==> config.mk <==
export PLATFORM = sky130hd
export DESIGN_NAME = live_list_token_table
export DESIGN_NICKNAME = d
export VERILOG_FILES = /design/src/hdl/llt_pkg.sv /design/src/hdl/live_list_token_table.sv /design/src/hdl/llt_ctrl.sv /design/src/hdl/llt_dpath.sv
export SDC_FILE = /design/constraint.sdc
export NUM_CORES = 1
export LEC_CHECK = 0
export ABC_AREA = 1
export CORE_UTILIZATION = 50
export DETAILED_ROUTE_END_ITERATION = 12
export DONT_BUFFER_PORTS = 1
export SKIP_CTS_REPAIR_TIMING = 1
export SYNTH_ARGS = -nofsm -noshare
export SYNTH_HDL_FRONTEND = slang
export SYNTH_HIERARCHICAL = 1
export SYNTH_SLANG_ARGS = --single-unit
export TNS_END_PERCENT = 5
==> constraint.sdc <==
create_clock -name clk -period 5.3 [get_ports clk]
set_input_delay 0.265 -clock clk [delete_from_list [all_inputs] [get_ports clk]]
set_output_delay 0.265 -clock clk [all_outputs]
set_load 0.01 [all_outputs]
==> src/hdl/llt_pkg.sv <==
// Shared request codes, result status codes and controller interface types for the live list.
package llt_pkg;

	// Request kinds carried on the mode field.
	localparam logic [2:0] MODE_ADD    = 3'd0;
	localparam logic [2:0] MODE_REMOVE = 3'd1;
	localparam logic [2:0] MODE_FIND   = 3'd2;
	localparam logic [2:0] MODE_SEEN   = 3'd3;
	localparam logic [2:0] MODE_TOKEN  = 3'd4;

	// Width of the entry count reported with every result.
	localparam int ENTRY_W = 6;

	// Reset values of the permanent address window.
	localparam logic [7:0] PERM_MIN_RST = 8'd20;
	localparam logic [7:0] PERM_MAX_RST = 8'd247;

	// Configuration register indexes.
	localparam logic CFG_PERM_MIN = 1'b0;
	localparam logic CFG_PERM_MAX = 1'b1;

	typedef enum logic [1:0] {
		ST_OK        = 2'd0,
		ST_RANGE     = 2'd1,
		ST_NOT_FOUND = 2'd2,
		ST_FULL      = 2'd3
	} llt_status_t;

	// Commands from the controller to the datapath.
	typedef struct packed {
		logic        load;       // latch a new request and clear the walk
		logic        walk;       // issue the next entry read
		logic        seek;       // record a match and aim the walk just past it
		logic        shift;      // write each returned entry one place lower
		logic        wr_class;   // update the class of the matched entry
		logic        wr_seen;    // update the last-seen time of the matched entry
		logic        append;     // write a new entry at the end of the list
		logic        dec;        // drop one entry from the count
		logic        ptr_sub;    // one reduction step of the token pointer
		logic        tok_read;   // read the entry under the token pointer
		logic        tok_grant;  // take the granted address and advance the pointer
		logic        finish;     // register the result and strobe it
		llt_status_t status;
	} llt_cmd_t;

	// Status from the datapath to the controller.
	typedef struct packed {
		logic [2:0] mode;
		logic       range_ok;
		logic       match;
		logic       exhausted;
		logic       hit;
		logic       full;
		logic       count_zero;
		logic       ptr_ge;
	} llt_stat_t;

endpackage

==> src/hdl/live_list_token_table.sv <==
// Top level of the live list and round-robin token table.
//
// A request is transferred on a rising edge where start is high and busy is low; mode, address,
// station_kind and timestamp are sampled on that edge. Busy stays high until the request is
// finished, so one request is in work at a time. Its single result is shown on status, found,
// token_address, entry_count and list_full for exactly one cycle, marked by done. The receiver
// cannot stall; it must take the result in that cycle. A new start is accepted in the very
// cycle that done is high.
// The permanent address window is written through cfg_valid, cfg_ready, cfg_index and cfg_data;
// cfg_ready is always high and a write takes effect on the transfer edge.
// The walk over the station memory reads one entry per cycle through its single registered read
// port. Add, find and mark seen walk until a match or the end of the list; removing a listed entry
// then moves the later entries down one place and drops one from the count. Next token first
// subtracts the count from the pointer until it is below the count after removals, then reads
// the entry under it. Out-of-range adds, empty token requests and unused mode codes go from
// decode straight to the result.
// Reset clears the count, the token pointer and the controller and restores the window to its
// reset values; station entries are left as they are and are only read once written.
module live_list_token_table #(
	parameter int MAX_DEVICES = 32
) (
	input  logic        clk,
	input  logic        arst_n,
	input  logic        start,
	output logic        busy,
	input  logic [2:0]  mode,
	input  logic [7:0]  address,
	input  logic [7:0]  station_kind,
	input  logic [31:0] timestamp,
	output logic        done,
	output logic [1:0]  status,
	output logic        found,
	output logic [7:0]  token_address,
	output logic [llt_pkg::ENTRY_W-1:0] entry_count,
	output logic        list_full,
	input  logic        cfg_valid,
	output logic        cfg_ready,
	input  logic        cfg_index,
	input  logic [7:0]  cfg_data
);
	import llt_pkg::*;

	llt_cmd_t  cmd;
	llt_stat_t stat;
	logic      cfg_we;

	// Configuration registers always take a write.
	assign cfg_ready = 1'b1;
	assign cfg_we    = cfg_valid && cfg_ready;

	// The controller decides the sequence; the datapath owns all storage and arithmetic.
	llt_ctrl u_ctrl (
		.clk    (clk),
		.arst_n (arst_n),
		.start  (start),
		.busy   (busy),
		.stat   (stat),
		.cmd    (cmd)
	);

	llt_dpath #(
		.MAX_DEVICES (MAX_DEVICES)
	) u_dpath (
		.clk           (clk),
		.arst_n        (arst_n),
		.cfg_we        (cfg_we),
		.cfg_index     (cfg_index),
		.cfg_data      (cfg_data),
		.mode          (mode),
		.address       (address),
		.station_kind  (station_kind),
		.timestamp     (timestamp),
		.cmd           (cmd),
		.stat          (stat),
		.done          (done),
		.status        (status),
		.found         (found),
		.token_address (token_address),
		.entry_count   (entry_count),
		.list_full     (list_full)
	);

	// A transferred request keeps the block busy on the next cycle.
	a_busy_after_start: assert property (@(posedge clk) disable iff (!arst_n)
		start && !busy |=> busy)
		else $error("request transfer did not make the block busy");

	// Every result comes from a separate request that must pass the decode and finish states.
	a_single_strobe: assert property (@(posedge clk) disable iff (!arst_n)
		done |=> !done)
		else $error("result strobe held for two cycles");

	// A full rejection is only reported with a full list.
	a_full_status: assert property (@(posedge clk) disable iff (!arst_n)
		done && (status == ST_FULL) |-> list_full)
		else $error("list full status reported with room in the list");

endmodule

==> src/hdl/llt_ctrl.sv <==
// Controller state machine that sequences each live list request.
module llt_ctrl (
	input  logic               clk,
	input  logic               arst_n,
	input  logic               start,
	output logic               busy,
	input  llt_pkg::llt_stat_t stat,
	output llt_pkg::llt_cmd_t  cmd
);
	import llt_pkg::*;

	typedef enum logic [7:0] {
		S_IDLE   = 8'b0000_0001,
		S_DECODE = 8'b0000_0010,
		S_SCAN   = 8'b0000_0100,
		S_ACT    = 8'b0000_1000,
		S_SHIFT  = 8'b0001_0000,
		S_MODP   = 8'b0010_0000,
		S_TWAIT  = 8'b0100_0000,
		S_FIN    = 8'b1000_0000
	} llt_state_t;

	llt_state_t  state_q, state_d;
	llt_status_t st_q, st_d;

	assign busy = (state_q != S_IDLE);

	always_comb begin
		state_d    = state_q;
		st_d       = st_q;
		cmd        = '0;
		cmd.status = st_q;
		unique case (state_q)
			S_IDLE: begin
				if (start) begin
					cmd.load = 1'b1;
					st_d     = ST_OK;
					state_d  = S_DECODE;
				end
			end
			S_DECODE: begin
				unique case (stat.mode) inside
					MODE_ADD: begin
						if (!stat.range_ok) begin
							st_d    = ST_RANGE;
							state_d = S_FIN;
						end else begin
							state_d = S_SCAN;
						end
					end
					MODE_REMOVE, MODE_FIND, MODE_SEEN: state_d = S_SCAN;
					MODE_TOKEN: state_d = stat.count_zero ? S_FIN : S_MODP;
					default: state_d = S_FIN;
				endcase
			end
			S_SCAN: begin
				if (stat.match) begin
					cmd.seek = 1'b1;
					state_d  = S_ACT;
				end else if (stat.exhausted) begin
					state_d = S_ACT;
				end else begin
					cmd.walk = 1'b1;
				end
			end
			S_ACT: begin
				state_d = S_FIN;
				unique case (stat.mode) inside
					MODE_ADD: begin
						if (stat.hit) begin
							cmd.wr_class = 1'b1;
						end else if (stat.full) begin
							st_d = ST_FULL;
						end else begin
							cmd.append = 1'b1;
						end
					end
					MODE_REMOVE: begin
						if (stat.hit) begin
							state_d = S_SHIFT;
						end else begin
							st_d = ST_NOT_FOUND;
						end
					end
					MODE_SEEN: begin
						if (stat.hit) begin
							cmd.wr_seen = 1'b1;
						end else begin
							st_d = ST_NOT_FOUND;
						end
					end
					default: st_d = st_q;
				endcase
			end
			S_SHIFT: begin
				if (stat.exhausted) begin
					cmd.dec = 1'b1;
					state_d = S_FIN;
				end else begin
					cmd.walk  = 1'b1;
					cmd.shift = 1'b1;
				end
			end
			S_MODP: begin
				if (stat.ptr_ge) begin
					cmd.ptr_sub = 1'b1;
				end else begin
					cmd.tok_read = 1'b1;
					state_d      = S_TWAIT;
				end
			end
			S_TWAIT: begin
				cmd.tok_grant = 1'b1;
				state_d       = S_FIN;
			end
			S_FIN: begin
				cmd.finish = 1'b1;
				state_d    = S_IDLE;
			end
			default: state_d = S_IDLE;
		endcase
	end

	always_ff @(posedge clk or negedge arst_n) begin
		if (!arst_n) begin
			state_q <= S_IDLE;
			st_q    <= ST_OK;
		end else begin
			state_q <= state_d;
			st_q    <= st_d;
		end
	end

endmodule

==> src/hdl/llt_dpath.sv <==
// Datapath with the station memories, walk pipeline, token pointer and result registers.
module llt_dpath #(
	parameter int MAX_DEVICES = 32
) (
	input  logic               clk,
	input  logic               arst_n,
	input  logic               cfg_we,
	input  logic               cfg_index,
	input  logic [7:0]         cfg_data,
	input  logic [2:0]         mode,
	input  logic [7:0]         address,
	input  logic [7:0]         station_kind,
	input  logic [31:0]        timestamp,
	input  llt_pkg::llt_cmd_t  cmd,
	output llt_pkg::llt_stat_t stat,
	output logic               done,
	output logic [1:0]         status,
	output logic               found,
	output logic [7:0]         token_address,
	output logic [llt_pkg::ENTRY_W-1:0] entry_count,
	output logic               list_full
);
	import llt_pkg::*;

	localparam int CNT_W = $clog2(MAX_DEVICES + 1);
	localparam int IDX_W = $clog2(MAX_DEVICES);
	localparam logic [CNT_W-1:0] MAX_CNT = CNT_W'(MAX_DEVICES);

	logic [7:0]  perm_min_q, perm_max_q;
	logic [2:0]  req_mode_q;
	logic [7:0]  req_addr_q, req_class_q;
	logic [31:0] req_stamp_q;

	logic [CNT_W-1:0] count_q, scan_q, rd_idx_s1;
	logic [IDX_W-1:0] ptr_q, hit_idx_q;
	logic             rd_v_s1, hit_q;
	logic [7:0]       tok_q;

	// Station storage, one array per field, sharing one read and one write address.
	logic [7:0]  addr_mem  [MAX_DEVICES];
	logic [7:0]  class_mem [MAX_DEVICES];
	logic [31:0] seen_mem  [MAX_DEVICES];
	logic [7:0]  addr_rd_q, class_rd_q;
	logic [31:0] seen_rd_q;

	logic             issue, rd_en, shift_we;
	logic [IDX_W-1:0] rd_idx, wr_idx;
	logic             addr_we, class_we, seen_we;
	logic [7:0]       wr_addr, wr_class;
	logic [31:0]      wr_seen;
	logic [CNT_W-1:0] ptr_ext, ptr_inc;

	logic                   done_q, found_q, full_q;
	llt_status_t            status_q;
	logic [7:0]             token_q;
	logic [ENTRY_W-1:0]     count_out_q;
	logic [ENTRY_W+CNT_W-1:0] count_wide;

	assign issue    = cmd.walk && (scan_q < count_q);
	assign rd_en    = issue || cmd.tok_read;
	assign rd_idx   = cmd.tok_read ? ptr_q : IDX_W'(scan_q);
	assign shift_we = cmd.shift && rd_v_s1;
	assign ptr_ext  = CNT_W'(ptr_q);
	assign ptr_inc  = ptr_ext + CNT_W'(1);

	always_comb begin
		if (shift_we) begin
			wr_idx = IDX_W'(rd_idx_s1 - CNT_W'(1));
		end else if (cmd.append) begin
			wr_idx = IDX_W'(count_q);
		end else begin
			wr_idx = hit_idx_q;
		end
		addr_we  = shift_we || cmd.append;
		class_we = shift_we || cmd.append || cmd.wr_class;
		seen_we  = shift_we || cmd.append || cmd.wr_seen;
		wr_addr  = shift_we ? addr_rd_q : req_addr_q;
		wr_class = shift_we ? class_rd_q : req_class_q;
		if (shift_we) begin
			wr_seen = seen_rd_q;
		end else if (cmd.append) begin
			wr_seen = '0;
		end else begin
			wr_seen = req_stamp_q;
		end
	end

	always_ff @(posedge clk) begin
		if (addr_we) begin
			addr_mem[wr_idx] <= wr_addr;
		end
		if (class_we) begin
			class_mem[wr_idx] <= wr_class;
		end
		if (seen_we) begin
			seen_mem[wr_idx] <= wr_seen;
		end
		if (rd_en) begin
			addr_rd_q  <= addr_mem[rd_idx];
			class_rd_q <= class_mem[rd_idx];
			seen_rd_q  <= seen_mem[rd_idx];
		end
	end

	always_ff @(posedge clk) begin
		if (cmd.load) begin
			req_mode_q  <= mode;
			req_addr_q  <= address;
			req_class_q <= station_kind;
			req_stamp_q <= timestamp;
		end
		if (issue) begin
			rd_idx_s1 <= scan_q;
		end
		if (cmd.seek) begin
			hit_idx_q <= IDX_W'(rd_idx_s1);
		end
	end

	always_ff @(posedge clk or negedge arst_n) begin
		if (!arst_n) begin
			perm_min_q <= PERM_MIN_RST;
			perm_max_q <= PERM_MAX_RST;
		end else if (cfg_we) begin
			if (cfg_index == CFG_PERM_MIN) begin
				perm_min_q <= cfg_data;
			end else begin
				perm_max_q <= cfg_data;
			end
		end
	end

	always_ff @(posedge clk or negedge arst_n) begin
		if (!arst_n) begin
			count_q <= '0;
			ptr_q   <= '0;
			scan_q  <= '0;
			rd_v_s1 <= 1'b0;
			hit_q   <= 1'b0;
			tok_q   <= '0;
		end else begin
			rd_v_s1 <= issue;
			if (cmd.load) begin
				scan_q <= '0;
				hit_q  <= 1'b0;
				tok_q  <= '0;
			end else if (cmd.seek) begin
				scan_q <= rd_idx_s1 + CNT_W'(1);
				hit_q  <= 1'b1;
			end else if (issue) begin
				scan_q <= scan_q + CNT_W'(1);
			end
			if (cmd.append) begin
				count_q <= count_q + CNT_W'(1);
			end else if (cmd.dec) begin
				count_q <= count_q - CNT_W'(1);
			end
			if (cmd.ptr_sub) begin
				ptr_q <= IDX_W'(ptr_ext - count_q);
			end else if (cmd.tok_grant) begin
				ptr_q <= (ptr_inc == count_q) ? '0 : IDX_W'(ptr_inc);
			end
			if (cmd.tok_grant) begin
				tok_q <= addr_rd_q;
			end
		end
	end

	assign count_wide = {{ENTRY_W{1'b0}}, count_q};

	always_ff @(posedge clk or negedge arst_n) begin
		if (!arst_n) begin
			done_q <= 1'b0;
		end else begin
			done_q <= cmd.finish;
		end
	end

	always_ff @(posedge clk) begin
		if (cmd.finish) begin
			status_q    <= cmd.status;
			found_q     <= (req_mode_q == MODE_FIND) && hit_q;
			token_q     <= tok_q;
			count_out_q <= count_wide[ENTRY_W-1:0];
			full_q      <= (count_q >= MAX_CNT);
		end
	end

	assign stat.mode       = req_mode_q;
	assign stat.range_ok   = (req_addr_q >= perm_min_q) && (req_addr_q <= perm_max_q);
	assign stat.match      = rd_v_s1 && (addr_rd_q == req_addr_q);
	assign stat.exhausted  = !rd_v_s1 && (scan_q >= count_q);
	assign stat.hit        = hit_q;
	assign stat.full       = (count_q >= MAX_CNT);
	assign stat.count_zero = (count_q == '0);
	assign stat.ptr_ge     = (ptr_ext >= count_q);

	assign done          = done_q;
	assign status        = status_q;
	assign found         = found_q;
	assign token_address = token_q;
	assign entry_count   = count_out_q;
	assign list_full     = full_q;

endmodule
==> metrics.txt <==
# TYPE chip_impl_metric gauge
chip_impl_info{name="timing.hold.worst.class",value="in2reg"} 1
chip_impl_metric{name="fin_ws",unit="ns"} 1.04
chip_impl_metric{name="power_per_cell_area",unit="nW/um2"} 447
chip_impl_metric{name="post-route-drc-count",unit=""} 0
chip_impl_metric{name="worstPathMaxFanout",unit=""} 11
chip_impl_metric{name="synth.avg_cell_area",unit="um2"} 9.80
chip_impl_metric{name="routed_via_density",unit=""} 5.23
chip_impl_metric{name="grt_pass1_wl",unit="um"} 64300
chip_impl_metric{name="die-area",unit="um2"} 35000
chip_impl_metric{name="wl",unit="um"} 40300
chip_impl_metric{name="cp.arrival",unit="ns"} 4.42
chip_impl_metric{name="setup_violations",unit=""} 0
chip_impl_metric{name="finish.net_count",unit=""} 1877
chip_impl_metric{name="grt_antenna_before_repair",unit=""} 0
chip_impl_metric{name="pre_cts_slack",unit="ns"} 1.08
chip_impl_metric{name="clockBufferDepth",unit=""} 3
chip_impl_metric{name="drt-met1-wl",unit="um"} 17800
chip_impl_metric{name="maxCapViolations",unit=""} 0
chip_impl_info{name="run_status",value="complete, no violations"} 1
chip_impl_metric{name="max-vdd-ir-drop",unit="mV"} 0.275
chip_impl_metric{name="layout.filler_cells",unit=""} 2897
chip_impl_info{name="clock_tree.root_cell",value="clkbuf_16"} 1
chip_impl_metric{name="route.detailed.wl_per_inst",unit="um"} 17.9
chip_impl_metric{name="core_area",unit="um2"} 33600
chip_impl_metric{name="postRouteAntennaNets",unit=""} 0
chip_impl_metric{name="clk_pin_slew_worst_paths",unit="ns"} 0.06
chip_impl_metric{name="num_vias",unit=""} 11800
chip_impl_metric{name="hold_viol",unit=""} 0
chip_impl_metric{name="power.share.clock",unit="%"} 30.9
chip_impl_info{name="endpoint_kind_of_the_worst_setup_timing_path",value="flip-flop"} 1
chip_impl_metric{name="p_comb_share",unit="%"} 29.3
chip_impl_info{name="worst_r2r_endpoint",value="u_dpath/addr_mem[0][0]"} 1
chip_impl_info{name="min-delay-start",value="cfg_valid"} 1
chip_impl_info{name="crit_path_top_delay_cell",value="nor2_1"} 1
chip_impl_info{name="timing.setup.critical_path_class",value="reg2reg"} 1
chip_impl_metric{name="clock_sink_count",unit=""} 358
chip_impl_info{name="worst_path_most_repeated_cell",value="inv_1"} 1
chip_impl_metric{name="numCtsBuffers",unit=""} 40
chip_impl_metric{name="chipHeight",unit="um"} 187
chip_impl_metric{name="met2_length",unit="um"} 19100
chip_impl_metric{name="cts_htree_levels",unit=""} 2
chip_impl_metric{name="placement.cell_area",unit="um2"} 17700
chip_impl_metric{name="floorplan.rows",unit=""} 67
chip_impl_metric{name="drt_first_iter_violations",unit=""} 915
chip_impl_metric{name="min_period_over_period",unit="%"} 80.4
chip_impl_metric{name="layout_stage_area_growth_over_the_synthesis_result",unit="%"} 11.8
chip_impl_metric{name="setup-tns-final",unit="ns"} 0
chip_impl_metric{name="timing.clock.skew",unit="ns"} 0.0130
chip_impl_metric{name="layout_min_cycle_time",unit="ns"} 4.26
chip_impl_metric{name="r2r_cells",unit=""} 16
chip_impl_metric{name="report.final.slew_viol_count",unit=""} 0
chip_impl_info{name="setup_repair_after_global_routing_missed_its_margin",value="no"} 1
chip_impl_metric{name="power_switching_share",unit="%"} 34.4
chip_impl_metric{name="cell_internal_pwr",unit="W"} 0.00561
chip_impl_metric{name="power.switching",unit="W"} 0.00294
chip_impl_info{name="startpoint_type",value="flip-flop"} 1
chip_impl_info{name="crit_chain",value="inv_1 -> ha_1 -> inv_1 -> nor2_1 -> o21ai_0 -> a41o_1 -> inv_1 -> inv_1 -> nand2_1 -> inv_1 -> nand2_1 -> o211ai_1 -> o21ai_0 -> inv_1 -> nand3_1 -> nor2_1"} 1
chip_impl_metric{name="synth.yosys.warnings",unit=""} 6
chip_impl_metric{name="p_leak",unit="nW"} 8.17
chip_impl_metric{name="total_power",unit="W"} 0.00855
chip_impl_metric{name="number_of_global_route_vias_before_repair",unit=""} 11400
chip_impl_metric{name="endpoint_required_time_on_the_critical_path",unit="ns"} 5.46
chip_impl_metric{name="grtUsageTotal",unit="%"} 23.7
chip_impl_metric{name="maximum_number_of_pins_on_one_net_before_global_route_repair",unit=""} 81
chip_impl_metric{name="worst_path_largest_cell_delay",unit="ns"} 0.88
chip_impl_info{name="top_layer",value="met4"} 1
chip_impl_info{name="r2r_start",value="u_dpath/count_q[1]"} 1
chip_impl_metric{name="worst_pin_slew",unit="ns"} 1.19
chip_impl_metric{name="source_to_sink_clock_delay_at_the_later_pin_of_the_worst_skew_pair",unit="ns"} 0.54
chip_impl_metric{name="max-slew-margin-rel",unit="%"} 20.3
chip_impl_metric{name="synthesized_net_count",unit=""} 1848
chip_impl_metric{name="die-width",unit="um"} 187
chip_impl_metric{name="antenna-diode-count",unit=""} 0
chip_impl_info{name="hold-path-endpoint",value="u_dpath/perm_max_q[4]"} 1
chip_impl_metric{name="dp_hpwl",unit="um"} 25400
chip_impl_metric{name="min_delay_path_depth",unit=""} 3
chip_impl_metric{name="max_freq",unit="GHz"} 0.235
chip_impl_metric{name="grt-ovfl-total",unit=""} 0
chip_impl_metric{name="initial_core_util",unit="%"} 51.0
chip_impl_metric{name="port_buffers",unit=""} 0
chip_impl_metric{name="mappedNetlistArea",unit="um2"} 17100
chip_impl_metric{name="placer_s_final_routability_congestion_estimate",unit=""} 0.872
chip_impl_metric{name="postLayoutCellArea",unit="um2"} 19100
chip_impl_metric{name="synthesis.instances",unit=""} 1748
chip_impl_metric{name="drt-pass1-iter-count",unit=""} 5
chip_impl_info{name="tritoncts_clock_tree",value="yes"} 1
chip_impl_metric{name="sequentialPowerShare",unit="%"} 39.8
chip_impl_metric{name="drive_gt1_share",unit="%"} 8.58
chip_impl_metric{name="boundaryPins",unit=""} 85
chip_impl_metric{name="wl_met3",unit="um"} 2270
chip_impl_metric{name="worst_hold_check_slack",unit="ns"} 0.203
chip_impl_metric{name="r2r_slack",unit="ns"} 1.04
-- sequential cells by signal, summed over array words and instances, names as in the netlist, 8 cells and up --
register,flops
u_ctrl/state_q,8
u_dpath/tok_q,8
u_dpath/perm_max_q,8
u_dpath/token_address,8
u_dpath/req_addr_q,8
u_dpath/addr_rd_q,8
u_dpath/perm_min_q,8
u_dpath/addr_mem,256
-- power groups by stage --
| stage | logic, W | clock network [W] | registers [W] |
|---|---|---|---|
| finish | 0.00251 | 0.00264 | 0.00340 |
| global route | 0.00279 | 0.00282 | 0.00341 |
| CTS | 0.00249 | 0.00270 | 0.00340 |
| detailed placement | 0.00248 | 0 | 0.00346 |
| global placement | 0.00244 | 0 | 0.00345 |
| floorplan | 0.00171 | 0 | 0.00343 |
-- per-layer routing --
metal / global-route usage (%) / up-vias
met5: 0 / -
li1: - / 5840
met2: 38.6 / 336
met3: 3.38 / 76
met4: 7.22 / 0
met1: 32.8 / 5548
-- how the worst max path moves through the flow --
stage	start	cells after the start	to
2_1_floorplan	u_dpath/count_q[1]	14	u_dpath/addr_mem[0][1]
6_report	u_dpath/count_q[1]	16	u_dpath/addr_mem[0][0]
5_1_grt	u_dpath/count_q[1]	14	u_dpath/addr_mem[3][5]
3_3_place_gp	u_dpath/count_q[1]	16	u_dpath/addr_mem[0][6]
4_1_cts	u_dpath/count_q[1]	14	u_dpath/addr_mem[2][5]
3_5_place_dp	u_dpath/count_q[1]	14	u_dpath/addr_mem[2][2]
-- placed cells by master (no fill, tap or decap), types with 9 or more instances in the layout --
cell,n
nand3_1,322
ha_1,34
nor2_1,83
nand3b_1,32
a21oi_1,24
nand2_2,9
o21ai_2,10
edfxtp_1,304
dfstp_2,10
o21ai_0,56
clkbuf_16,41
dlygate4sd3_1,21
nand2_1,337
clkbuf_1,12
dfrtp_1,44
buf_4,31
inv_2,10
inv_1,320
-- worst max-delay path: cells and delay by family, from the launching register on --
kind | cells | cell delay [ns]
and+or+nand+nor | 5 | 1.69
AOI/OAI and AO/OA | 4 | 0.80
buffers and inverters | 6 | 0.56
DFF | 1 | 0.48
adders and majority gates | 1 | 0.35
-- through the flow --
step                util (%)  instances
floorplan                  -       1748
global placement        52.5       2161
detailed placement      52.5       2161
CTS                     56.2       2233
global route            57.0       2255
finish                  57.0       2255
-- layout make-up --
type / instances / area (um2) / share of cell area, %
clock buffers: 56 / 1110 / 5.81
flip-flops and latches: 358 / 10500 / 54.8
inverters: 332 / 1250 / 6.52
clock inverters: 16 / 138 / 0.719
repair buffers: 54 / 490 / 2.56
well taps: 448 / 561 / 2.93
multi-input cells: 991 / 5100 / 26.7
Note: power is estimated with default switching activity, not from simulation.
